## config.mk

```make
export PLATFORM = sky130hd
export DESIGN_NAME = nms_ctl
export DESIGN_NICKNAME = d
export VERILOG_FILES = /design/src/nms_pkg.sv /design/src/nms_ctl.sv
export SDC_FILE = /design/constraint.sdc
export NUM_CORES = 1
export LEC_CHECK = 0
export BUFFER_PORTS_ARGS = -buffer_cell sky130_fd_sc_hd__buf_2
export CORE_MARGIN = 2
export CORE_UTILIZATION = 45
export DETAILED_ROUTE_END_ITERATION = 7
export PLACE_DENSITY = 0.72
export SLEW_MARGIN = 20
export SYNTH_ARGS = -nofsm -noshare
export SYNTH_HDL_FRONTEND = slang
export SYNTH_SLANG_ARGS = --single-unit
```

## constraint.sdc

```tcl
create_clock -name i_clk -period 5.36 [get_ports i_clk]
set_clock_uncertainty 0.15 [all_clocks]
set_input_delay 0.268 -clock i_clk [delete_from_list [all_inputs] [get_ports i_clk]]
set_output_delay 0.268 -clock i_clk [all_outputs]
set_load 0.1 [all_outputs]
```

## src/nms_pkg.sv

```systemverilog
// shared types, widths and helpers for the 3x3 non-maximum suppression block
// no dependencies
`timescale 1ns / 1ps
`default_nettype none

package nms_pkg;

    // payload widths
    localparam int PIX_W     = 32;
    localparam int ROW_OUT_W = 10;
    localparam int COL_OUT_W = 12;

    // configuration port
    localparam int IMAGE_ROWS_W = 11;
    localparam int IMAGE_COLS_W = 13;
    localparam int CFG_DATA_W   = 13;
    localparam int CFG_IDX_W    = 1;

    localparam logic [CFG_IDX_W-1:0] CFG_IMAGE_ROWS = 1'b0;
    localparam logic [CFG_IDX_W-1:0] CFG_IMAGE_COLS = 1'b1;

    // reset sizes before clamping
    localparam logic [31:0] IMAGE_ROWS_RST = 32'd1024;
    localparam logic [31:0] IMAGE_COLS_RST = 32'd4096;

    // result of the window compare, handed to the output register
    typedef struct packed {
        logic                        hit;
        logic [ROW_OUT_W-1:0]        row;
        logic [COL_OUT_W-1:0]        col;
        logic signed [PIX_W-1:0]     value;
    } t_hit;

    // saturate a frame size to 3..hi
    function automatic logic [31:0] clamp_size(input logic [31:0] v, input logic [31:0] hi);
        logic [31:0] res;
        if (v < 32'd3) begin
            res = 32'd3;
        end else if (v > hi) begin
            res = hi;
        end else begin
            res = v;
        end
        return res;
    endfunction

endpackage

`default_nettype wire

```

## src/nms_ctl.sv

```systemverilog
// frame position counters and size registers for the non-maximum suppression block
// depends on nms_pkg
`timescale 1ns / 1ps
`default_nettype none

module nms_ctl #(
    parameter int MAX_ROWS = 1024,
    parameter int MAX_COLS = 4096
) (
    input  wire logic                            i_clk,
    input  wire logic                            i_rst_n,
    input  wire logic                            i_cfg_we,
    input  wire logic [nms_pkg::CFG_IDX_W-1:0]   i_cfg_idx,
    input  wire logic [nms_pkg::CFG_DATA_W-1:0]  i_cfg_wdata,
    input  wire logic                            i_adv,
    output logic [$clog2(MAX_ROWS)-1:0]          o_row,
    output logic [$clog2(MAX_COLS)-1:0]          o_col
);
    import nms_pkg::*;

    localparam int RW  = $clog2(MAX_ROWS);
    localparam int CW  = $clog2(MAX_COLS);
    localparam int SZR = $clog2(MAX_ROWS + 1);
    localparam int SZC = $clog2(MAX_COLS + 1);
    localparam logic [SZR-1:0] ROWS_RST = SZR'(clamp_size(IMAGE_ROWS_RST, 32'(MAX_ROWS)));
    localparam logic [SZC-1:0] COLS_RST = SZC'(clamp_size(IMAGE_COLS_RST, 32'(MAX_COLS)));

    logic [SZR-1:0] r_rows_sz;
    logic [SZC-1:0] r_cols_sz;
    logic [RW-1:0]  r_row;
    logic [CW-1:0]  r_col;
    logic           row_last;
    logic           col_last;

    // clamped frame size, captured on a register write
    always_ff @(posedge i_clk) begin
        if (!i_rst_n) begin
            r_rows_sz <= ROWS_RST;
            r_cols_sz <= COLS_RST;
        end else if (i_cfg_we) begin
            unique case (i_cfg_idx)
                CFG_IMAGE_ROWS: r_rows_sz <= SZR'(clamp_size(
                    32'(i_cfg_wdata[IMAGE_ROWS_W-1:0]), 32'(MAX_ROWS)));
                CFG_IMAGE_COLS: r_cols_sz <= SZC'(clamp_size(
                    32'(i_cfg_wdata[IMAGE_COLS_W-1:0]), 32'(MAX_COLS)));
                default: ;
            endcase
        end
    end

    // last row of a column and last column of the frame
    assign row_last = (SZR'(r_row) + SZR'(1)) == r_rows_sz;
    assign col_last = (SZC'(r_col) + SZC'(1)) == r_cols_sz;

    // column-major position; a register write restarts the frame
    always_ff @(posedge i_clk) begin
        if (!i_rst_n) begin
            r_row <= '0;
            r_col <= '0;
        end else if (i_cfg_we) begin
            r_row <= '0;
            r_col <= '0;
        end else if (i_adv) begin
            if (row_last) begin
                r_row <= '0;
                r_col <= col_last ? '0 : r_col + CW'(1);
            end else begin
                r_row <= r_row + RW'(1);
            end
        end
    end

    assign o_row = r_row;
    assign o_col = r_col;

endmodule

`default_nettype wire

```

==> key figures, run 1 <==
Outcome
  – Outcome: finished, final reports clean

Synth
  – Synthesized area: 2678 µm²
  – Seq/Total Area, Yosys: 34.39%
  – Largest family of logic cells by synthesized area: simple AND/OR/NAND/NOR gates
  – Post-synthesis cell type count: 46
  – Syn nets: 350
  – Syn_area_per_cell: 8.114 µm²
  – Flops & latches, synth: 46
  – Mapped Cells: 330
  – Post-synthesis simple-gate area fraction: 30.28%
  – Synth async-reset ratio: 0%
  – Synth Area in Adders: less than 1%
  – Post-Synth XOR/XNOR Area: 9.159%
  – Synth Area in Compound Gates: 20.75%
  – Yosys Warn Count: 0
  – Mux contribution to synthesized area: 0.4206%
  – EDFF count, synth: 0
  – Synth Flop Type: dfxtp_1

Critical path
  – CP Class: flip-flop to flip-flop
  – Crit. End Element: flip-flop
  – Startpoint types: flip-flop
  – Critical Path Fanout Max: 12
  – Crit path DAT: 3.45 ns
  – WP data required: 5.41 ns

Clocking
  – H-tree level count: 2
  – CTS tree: done
  – Latest clock arrival within the worst-skew pair: 0.30 ns
  – Sink Count: 46
  – Clk buf depth: 2
  – Post-CTS resize count: 0
  – Clk root buf: clkbuf_8
  – CTS buffer count: 5
  – Clock transition at path regs: 0.09 ns
  – CTS Hold Buffers Added: 0
  – Post-CTS setup buffers: 0

Layout
  – Area growth syn-to-layout: 11.92%
  – Layout cells sized above 1: approximately 15%
  – Commonest non-fill, non-tap cells in the layout: dfxtp_1, buf_2, nand2_1
  – Final layout net count: 377
  – N_diodes: 0
  – Fin util: between 50% and 60%
  – Non-Filler Instances: 433
  – Commonest non-fill, non-tap cell in the layout: dfxtp_1

Power
  – Worst VDD drop: 0.1284 mV
  – Leakage dissipation: between 1 and 1.5 nW
  – P per Cell Area: 226.5 nW/µm²

Detailed routing
  – DRC viols: 0
  – First-pass detailed-route iteration total: 4
  – Drt first-iter violations: 142
  – Vias per inst: just under 6
  – Final ANT Viol Nets: 0
  – Wire per inst: roughly 15 µm
  – Vias: 2508
  – Post-Route WL: 6.461 mm

GRT
  – GRT overflow: 0
  – GRT Overall Usage: 20.28%
  – Antenna violations before repair: 0
  – Largest net degree at the start of global routing: 27
  – First-pass GRT wire length: 10.45 mm
  – Vias in the first global route: between 2000 and 2500

Placed design
  – RD Place Congestion: between 0.9 and 1
  – PortBufs: 39
  – Placed cell count: 425
  – DP HPWL: about 4.8 mm

STA
  – Actual slew at the worst max-slew pin: 1.059 ns
  – Tmin final: about 3.4 ns
  – Hold WS: 0.1180 ns
  – Setup-failing EPs final: 0
  – RSZ-0062 raised after global routing: no
  – Final period util: a little under two thirds
  – Final hold vios: 0
  – Slew margin rel.: 29.09%
  – Final Max Slew Viols: 0
  – Setup TNS: 0 ns
  – Max Freq: a little under 300 MHz

Die
  – I/O pin total: 40
  – Cell row count: 28
  – Width of the die: 81.14 µm
  – Initial Util: 45.77%
  – Height of the die: 81.14 µm
  – Core footprint: 5851 µm²
  – Overall die area: 6583 µm²

Worst hold path
  – Hold crit path type: primary input to flip-flop

Run
  – MaxCap Viol Count: 0
[worst paths after layout]
kind                                     start  cells past startpoint           end  slack [ns]
worst max-delay path                  o_col[4]                      9      o_col[7]        1.96
worst min-delay path            i_cfg_wdata[0]                      3  r_rows_sz[0]        0.12
worst max register to register        o_col[4]                      9      o_col[7]        1.96
worst min register to register    r_rows_sz[8]                      2  r_rows_sz[8]        0.33
[kinds of logic (layout without fill, tap and decap cells)]
kind of cell	after synthesis	in the layout
AOI/OAI and AO/OA	79	79
xor gates and xnor gates	28	28
adders and majority gates	2	2
buffers and inverters	25	53
DFF	46	46
muxes	1	1
and+or+nand+nor	149	149
[routing by layer]
metal	GRT usage (%)	vias up	routed length, µm
met2	31.07	82	2789
met4	5.932	0	76
li1	-	1256	-
met3	4.000	9	431
met5	0	-	0
met1	28.80	1161	3163
[registers in the layout (all words and copies together), names as in the netlist]
| signal | flops |
|---|---|
| o_row | 10 |
| r_cols_sz | 13 |
| o_col | 12 |
| r_rows_sz | 11 |
[worst max-delay path, stage by stage, from the launching register on]
cell and delay (ns):
dfxtp_1 0.47, nand4_1 0.44, or4_4 0.68, xnor2_1 0.18
o2111ai_1 0.14, o41ai_2 0.38, buf_4 0.23, nor3_1 0.13
buf_4 0.22, a221o_1 0.28
[cells in the mapped netlist, types with 3 or more instances]
cell | n | area share, %
dfxtp_1 | 46 | 34
nand2_1 | 30 | 4.2
nor2b_1 | 23 | 5.4
nand3_1 | 18 | 3.4
xnor2_1 | 18 | 5.9
nor2_1 | 16 | 2.2
nor3_1 | 15 | 2.8
a21oi_1 | 14 | 2.6
o21ai_0 | 12 | 2.2
a22oi_1 | 11 | 3.1
clkbuf_1 | 10 | 1.4
xor2_1 | 10 | 3.3
buf_2 | 9 | 1.7
a22o_1 | 8 | 2.6
o21bai_1 | 8 | 2.2
a31oi_1 | 7 | 1.6
and3_1 | 6 | 1.4
nand4_1 | 6 | 1.4
nor4_1 | 6 | 1.4
a21boi_0 | 5 | 1.4
nand3b_1 | 5 | 1.4
nor3b_1 | 5 | 1.4
and2_1 | 4 | 0.93
inv_1 | 4 | 0.56
nand2b_1 | 4 | 0.93
or3_1 | 3 | 0.70
[metrics by stage]
| step | setup WS [ns] | area (µm²) | power, W |
|---|---|---|---|
| 6_report | 1.956 | 2997 | 0.0006788 |
| 5_1_grt | 1.746 | 2997 | 0.0007055 |
| 4_1_cts | 1.976 | 2997 | 0.0006875 |
| 3_5_place_dp | 2.003 | 2888 | 0.0004278 |
| 3_3_place_gp | 2.151 | 2888 | 0.0004263 |
| 2_1_floorplan | 1.908 | 2678 | 0.0004051 |
[where the power goes]
part / internal, W / switching [W] / total, W
Clock: 0.000137 / 0.000121 / 0.000259
Combinational: 0.0000261 / 0.0000394 / 0.0000655
Sequential: 0.000348 / 0.00000630 / 0.000355
[area by class of cell]
type	instances	area, µm²
Fill cell	545	2854
Multi-Input combinational cell	259	1648
Inverter	4	15.01
Clock buffer	5	68.82
Clock inverter	3	40.04
Tap cell	75	93.84
Sequential cell	46	920.9
Timing Repair Buffer	41	210.2
(Power assumes the default switching activity.)
==> run 2: changes to the inputs <==
==> constraint.sdc (replaced) <==
create_clock -name i_clk -period 3.5 [get_ports i_clk]
set_clock_uncertainty 0.15 [all_clocks]
set_input_delay 0.175 -clock i_clk [delete_from_list [all_inputs] [get_ports i_clk]]
set_output_delay 0.175 -clock i_clk [all_outputs]
set_load 0.1 [all_outputs]
==> run 2 against run 1 <==
Net effect: maximum frequency grew 13%; final cell count grew 0.69%; largest cell class unchanged; flip-flop and latch count is the same; clock power increased by 56%; worst hold slack lost 0.098 ns; highest routed layer unchanged; global-route usage about the same.
==> key figures, run 2 (synthesis gave the netlist of run 1 again) <==
Detailed routing
  – Drt first-iter violations: 198 (+39%)
  – DRC viols: 0 (unchanged)
  – First-pass detailed-route iteration total: 5 (+1)
  – Routed wl met3: 319 µm (-26%)
  – Post-Route WL: 6.390 mm (-1.1%)
  – Max layer used: met4
  – Wire per inst: 14.66 µm (-1.8%)
  – Vias per inst: 5.743 (-0.85%)
  – Vias: 2504 (-0.16%)
  – Met2 routed WL: 2.806 mm (+0.61%)
  – Post-Route M1 WL: 3.193 mm (+0.95%)
  – Final ANT Viol Nets: 0 (unchanged)

Critical path
  – R2R depth: 8 (-1)
  – Crit path DAT: 3.07 ns (-0.38 ns)
  – Crit-path max cell delay: 0.63 ns (-0.05 ns)
  – Sum of buffers and inverters on the critical path: 1 (-1)
  – CP Class: flip-flop to flip-flop
  – Worst path slowest cell: or4_4
  – WP data required: 3.54 ns (-1.87 ns)
  – WP depth: 8 (-1)
  – Crit. End Element: flip-flop
  – Crit path cell chain: nand4_1, or4_4, xnor2_1, o2111ai_1, o41ai_2, nor3_1, buf_4, a221o_1
  – Critical Path Fanout Max: 10 (-2)
  – Startpoint types: flip-flop
  – CP top delay family: simple AND/OR/NAND/NOR gates

Clocking
  – CTS Hold Buffers Added: 0 (unchanged)
  – H-tree level count: 2 (unchanged)
  – CTS tree: done
  – Latest clock arrival within the worst-skew pair: 0.30 ns (about the same)
  – Clock transition at path regs: 0.09 ns (about the same)
  – Post-CTS setup buffers: 0 (unchanged)
  – Post-CTS resize count: 0 (unchanged)
  – Clk root buf: clkbuf_8
  – Clk buf depth: 2 (unchanged)
  – Sink Count: 46 (unchanged)
  – CTS buffer count: 5 (unchanged)

STA
  – Actual slew at the worst max-slew pin: 0.6060 ns (-0.4527 ns)
  – Final Max Slew Viols: 0 (unchanged)
  – Tmin final: 3.025 ns (-0.3794 ns)
  – Setup TNS: 0 ns (unchanged)
  – Max Freq: 330.6 MHz (+13%)
  – Slew margin rel.: 59.60% (+31 points)
  – Setup-failing EPs final: 0 (unchanged)
  – RSZ-0062 raised after global routing: no
  – Final period util: 86.42% (+23 points)
  – Hold WS: 0.02024 ns (-0.09771 ns)
  – Final hold vios: 0 (unchanged)

Power
  – Worst VDD drop: 0.1709 mV (+33%)
  – Leakage dissipation: 1.149 nW (+0.61%)
  – P per Cell Area: 346.3 nW/µm² (+53%)
  – Final total power: 0.001046 W (+54%)

Outcome
  – Outcome: finished, final reports clean

GRT
  – Largest net degree at the start of global routing: 27 (unchanged)
  – First-pass GRT wire length: 10.46 mm (+0.13%)
  – GRT overflow: 0 (unchanged)
  – GRT Overall Usage: 20.25% (-0.032 points)
  – Vias in the first global route: 2178 (-0.18%)
  – Antenna violations before repair: 0 (unchanged)

Placed design
  – RD Place Congestion: 0.8844 (-4.4%)
  – PortBufs: 39 (unchanged)
  – DP HPWL: 4.681 mm (-2.3%)
  – Area after DPL: 2910 µm² (+0.78%)

Worst hold path
  – Hold crit path type: primary input to flip-flop
  – Hold path cells: 3 (unchanged)

Layout
  – Area taken by multi-input logic gates: 1648 µm² (unchanged)
  – Layout cells sized above 1: 14.96% (+0.43 points)
  – Cell area after layout: 3020 µm² (+0.79%)
  – Final layout net count: 380 (+0.80%)
  – Largest Register: r_cols_sz
  – Area growth syn-to-layout: 12.80%
  – Fill cells: 550 (+0.92%)
  – Fin util: 51.63% (+0.41 points)
  – Reg area: 920.9 µm² (unchanged)
  – Commonest non-fill, non-tap cells in the layout: dfxtp_1, buf_2, nand2_1
  – N_diodes: 0 (unchanged)
  – Max FFs per register: 13 (unchanged)
  – Commonest non-fill, non-tap cell in the layout: dfxtp_1

Die
  – Overall die area: 6583 µm² (unchanged)
  – Initial Util: 45.77% (unchanged)
  – Cell row count: 28 (unchanged)
  – Width of the die: 81.14 µm (unchanged)
  – I/O pin total: 40 (unchanged)
  – Core footprint: 5851 µm² (unchanged)
  – Height of the die: 81.14 µm (unchanged)

Run
  – MaxCap Viol Count: 0 (unchanged)
## run 2: cell count changes in the layout (fill, tap and decap cells not counted)
cell        before  now
clkbuf_1         0    1
clkinv_2         2    0
clkinvlp_4       0    1
buf_4            2    5
## run 2: worst paths after layout
| check | endpoint | slack (ns) | from |
|---|---|---|---|
| worst min register to register | r_rows_sz[8] | 0.33 | r_rows_sz[8] |
| worst max-delay path | o_col[4] | 0.48 | o_col[4] |
| worst min-delay path | r_cols_sz[6] | 0.02 | i_cfg_wdata[6] |
| worst max register to register | o_col[4] | 0.48 | o_col[4] |
## run 2: worst reg2reg max path, delay by kind of cell, from the launching register on
kind                      cells  cell delay, ns
buffers and inverters         1            0.21
and+or+nand+nor               3            1.07
AOI/OAI and AO/OA             3            0.83
xor gates and xnor gates      1            0.17
DFF                           1            0.50
## run 2: per-stage QoR
step,setup slack (ns),std cells
final,0.4752,436
after global routing,0.3164,436
after CTS,0.4858,436
after detailed placement,0.5004,428
after global placement,0.5757,428
after floorplan,0.04779,330
## run 2: routing by layer
layer | track usage (%) | up-vias
li1 | - | 1267
met1 | 29.16 | 1160
met2 | 31.49 | 70
met3 | 3.333 | 7
met4 | 5.085 | 0
met5 | 0 | -
## run 2: power by group
part           switching, W  internal (W)  total [W]
combinational     0.0000589     0.0000410  0.0000999
clock              0.000189      0.000213   0.000403
sequential        0.0000100      0.000534   0.000544
total              0.000258      0.000788    0.00105
## run 2: area by class of cell
cell class	count	area share [%]
well taps	75	3.107
flip-flops and latches	46	30.49
multi-input cells	259	54.56
clock buffers	6	2.403
clock inverters	2	1.243
repair buffers	44	7.705
inverters	4	0.4971
==> run 3: changes to the inputs <==
--- a/config.mk
+++ b/config.mk
@@ -5,9 +5,11 @@
 export SDC_FILE = /design/constraint.sdc
 export NUM_CORES = 1
 export LEC_CHECK = 0
+export ABC_AREA = 1
 export BUFFER_PORTS_ARGS = -buffer_cell sky130_fd_sc_hd__buf_2
 export CORE_MARGIN = 2
 export CORE_UTILIZATION = 45
+export CTS_CLUSTER_DIAMETER = 40
 export DETAILED_ROUTE_END_ITERATION = 7
 export PLACE_DENSITY = 0.72
 export SLEW_MARGIN = 20
==> run 3 against run 2 <==
Net effect: the run now ends with negative hold slack left; sequential power is essentially flat; critical path depth is 3 higher; maximum frequency rose by 16%; design area is 7.5% higher; flip-flop and latch count unchanged; combinational power up 9%; clock power decreased by 16%; die area is 6.0% higher; critical endpoint is now o_col[0]; highest routed layer unchanged.
==> key figures, run 3 <==
Synth
  – Mapped Cells: 480 (+45%)
  – Yosys top cell area share: 32.37% (-2.0 points)
  – Syn nets: 500 (+43%)
  – Flops & latches, synth: 46 (unchanged)
  – Seq/Total Area, Yosys: 32.37% (-2.0 points)
  – Syn_area_per_cell: 5.928 µm² (-27%)
  – Yosys Warn Count: 0 (unchanged)
  – EDFF count, synth: 0 (unchanged)
  – Post-synthesis cell type count: 27 (-41%)
  – Synthesized area: 2845 µm² (+6.3%)
  – Post-synth top cells: nand2_1, inv_1, a21oi_1
  – Synth async-reset ratio: 0% (unchanged)
  – Synth Flop Type: dfxtp_1
  – Top-count cell post-synth: nand2_1
  – Top cells by area, synth: dfxtp_1, nand2_1, a21oi_1
  – Leading area contributor after synthesis: dfxtp_1

Die
  – Initial Util: 47.22% (+1.5 points)
  – Width of the die: 83.52 µm (+2.9%)
  – Height of the die: 83.52 µm (+2.9%)
  – I/O pin total: 40 (unchanged)
  – Core footprint: 6026 µm² (+3.0%)
  – Cell row count: 28 (unchanged)
  – Overall die area: 6975 µm² (+6.0%)

Clocking
  – Clock transition at path regs: 0.10 ns (about the same)
  – Latest clock arrival within the worst-skew pair: 0.31 ns (about the same)
  – Sink Count: 46 (unchanged)
  – H-tree level count: 2 (unchanged)
  – Clk root buf: clkbuf_8
  – Clk buf depth: 2 (unchanged)
  – Post-CTS resize count: 0 (unchanged)
  – CTS buffer count: 5 (unchanged)
  – CTS tree: done

Critical path
  – Crit path DAT: 2.65 ns (-0.42 ns)
  – CP Class: flip-flop to flip-flop
  – Crit-path max cell delay: 0.41 ns (-0.22 ns)
  – Register-to-register setup slack: 0.90 ns (+0.42 ns)
  – Startpoint types: flip-flop
  – Critical Path Fanout Max: 25 (+15)
  – RR Startpoint: o_row[0]
  – WP data required: 3.55 ns (about the same)
  – Sum of buffers and inverters on the critical path: 1 (unchanged)
  – Crit. End Element: flip-flop
  – Worst path slowest cell: nand3_2
  – Crit path cell chain: ha_1, nand2_1, clkinv_1, o21ai_0, nand3_1, nor2_1, nand3_1, nor2_2, nand3_2, a21oi_1, nor2_1
  – R2R depth: 11 (+3)
  – Reg-to-reg endpoint: o_col[0]
  – CP top delay family: simple AND/OR/NAND/NOR gates

Power
  – Clock Power Share: 33.9% (-4.6 points)
  – Worst VDD drop: 0.2173 mV (+27%)
  – Sw Pwr: 0.0002764 W (+7.1%)
  – P per Cell Area: 305.4 nW/µm² (-12%)
  – Logic pwr share: 11.0% (+1.5 points)
  – Switching Fraction: 27.87% (+3.2 points)
  – Pint: 0.0007155 W (-9.2%)
  – Leakage dissipation: 1.542 nW (+34%)
  – Seq pwr share: 55.1% (+3.1 points)

Detailed routing
  – DRC viols: 0 (unchanged)
  – Post-Route WL: 7.297 mm (+14%)
  – Vias per inst: 5.179 (-9.8%)
  – Drt first-iter violations: 174 (-12%)
  – Final ANT Viol Nets: 0 (unchanged)
  – Wire per inst: 12.18 µm (-17%)
  – First-pass detailed-route iteration total: 5 (unchanged)
  – Vias: 3102 (+24%)

Layout
  – Largest Register: r_cols_sz
  – Final layout net count: 543 (+43%)
  – Area growth syn-to-layout: 14.16%
  – Fill cells: 617 (+12%)
  – Layout cells sized above 1: 11.83% (-3.1 points)
  – Max FFs per register: 13 (unchanged)
  – Commonest non-fill, non-tap cell in the layout: nand2_1
  – Commonest non-fill, non-tap cells in the layout: nand2_1, inv_1, a21oi_1
  – N_diodes: 0 (unchanged)

Worst hold path
  – Min-delay src: i_cfg_wdata[0]
  – Hold path cells: 3 (unchanged)
  – Hold crit path type: primary input to flip-flop
  – Hold Path End: r_rows_sz[0]

STA
  – Final Max Slew Viols: 0 (unchanged)
  – Actual slew at the worst max-slew pin: 0.6372 ns (+0.03124 ns)
  – Slew margin rel.: 57.47% (-2.1 points)
  – RSZ-0062 raised after global routing: no
  – Max Freq: 384.6 MHz (+16%)
  – Final period util: 74.29% (-12 points)
  – Setup-failing EPs final: 0 (unchanged)
  – Final hold vios: 1 (+1)
  – Tmin final: 2.600 ns (-0.4247 ns)
  – Setup ws final: 0.8998 ns (+0.4247 ns)
  – Hold WS: -0.002784 ns (-0.02302 ns)
  – Setup TNS: 0 ns (unchanged)

Placed design
  – RD Place Congestion: 0.8975 (+1.5%)
  – PortBufs: 39 (unchanged)
  – DP HPWL: 5.296 mm (+13%)
  – Place WS: 0.9925 ns (+0.4922 ns)

Outcome
  – Outcome: finished, violations left
  – Failing checks: negative hold slack

Run
  – MaxCap Viol Count: 0 (unchanged)

GRT
  – First-pass GRT wire length: 12.29 mm (+17%)
  – Antenna violations before repair: 0 (unchanged)
  – GRT overflow: 0 (unchanged)
  – GRT Overall Usage: 20.96% (+0.70 points)
  – Vias in the first global route: 2803 (+29%)
  – Largest net degree at the start of global routing: 26 (-3.7%)
-- run 3: changes by cell type after synthesis, moves of 13 or more --
cell / change
nor3_1: -13
nand2_1: +152
xnor2_1: -15
nand3_1: +27
nor2_1: +22
a21oi_1: +33
inv_1: +53
nor2b_1: -23
-- run 3: worst max-delay path by stage --
stage | from | end | slack, ns | cells after the start
after floorplan | o_row[0] | o_col[6] | 0.63 | 13
after global placement | o_row[0] | o_col[1] | 1.02 | 11
after detailed placement | o_row[0] | o_col[5] | 0.99 | 11
after CTS | o_row[0] | o_col[5] | 0.96 | 11
after global routing | o_row[0] | o_col[6] | 0.68 | 12
final | o_row[0] | o_col[0] | 0.90 | 11
-- run 3: what timing repair did --
item,CTS,global route
buffers inserted,0,0
setup endpoints to repair,0,0
hold buffers,8,0
hold endpoints to repair,9,0
-- run 3: worst reg2reg max path: stages (launching register included) --
cell and delay [ns]:
dfxtp_1 0.38, ha_1 0.24, nand2_1 0.18, clkinv_1 0.13, o21ai_0 0.17, nand3_1 0.09, nor2_1 0.13, nand3_1 0.10
nor2_2 0.13, nand3_2 0.41, a21oi_1 0.32, nor2_1 0.05
-- run 3: cells by family (layout without fill, tap and decap cells) --
group                    count (synthesis)  in the layout  synth area share (%)
AO/OA/AOI/OAI                           62             62                 11.26
XOR/XNOR                                 5              5                 1.539
adder cells (fa/ha/maj)                  2              2                0.8794
buffers and inverters                   71            115                 9.895
flip-flops                              46             46                 32.37
AND/OR/NAND/NOR                        294            294                 44.06
-- run 3: through the flow --
step / power [W] / cell area (µm²) / util, % / cells / hold WS [ns]
CTS: 0.0009885 / 3248 / 53.90 / 599 / 0.002867
global route: 0.001024 / 3248 / 53.90 / 599 / 0.01203
detailed placement: 0.0006588 / 3082 / 51.14 / 583 / 0.2434
global placement: 0.0006574 / 3082 / 51.14 / 583 / 0.2455
finish: 0.0009919 / 3248 / 53.90 / 599 / -0.002784
floorplan: 0.0006259 / 2845 / - / 480 / 0.09392
-- run 3: final cells by class --
cell class	count	area, µm²	share of cell area (%)
multi-input cells	363	1643	50.58
flip-flops and latches	46	920.9	28.35
repair buffers	48	282.8	8.706
inverters	59	221.5	6.818
well taps	75	93.84	2.889
clock buffers	6	72.57	2.234
clock inverters	2	13.76	0.4237
-- run 3: power by group through the flow --
stage                     Clock, W  Sequential [W]  Combinational, W
after floorplan                  0        0.000565         0.0000610
after global placement           0        0.000558         0.0000995
after detailed placement         0        0.000558          0.000101
after CTS                 0.000335        0.000546          0.000108
after global routing      0.000355        0.000548          0.000121
final                     0.000337        0.000546          0.000109
-- run 3: per-layer routing --
layer  GRT usage, %  routed length, µm
met1          28.54               3589
met3          4.055                442
met4          4.545                 80
met2          34.60               3183
met5              0                  0
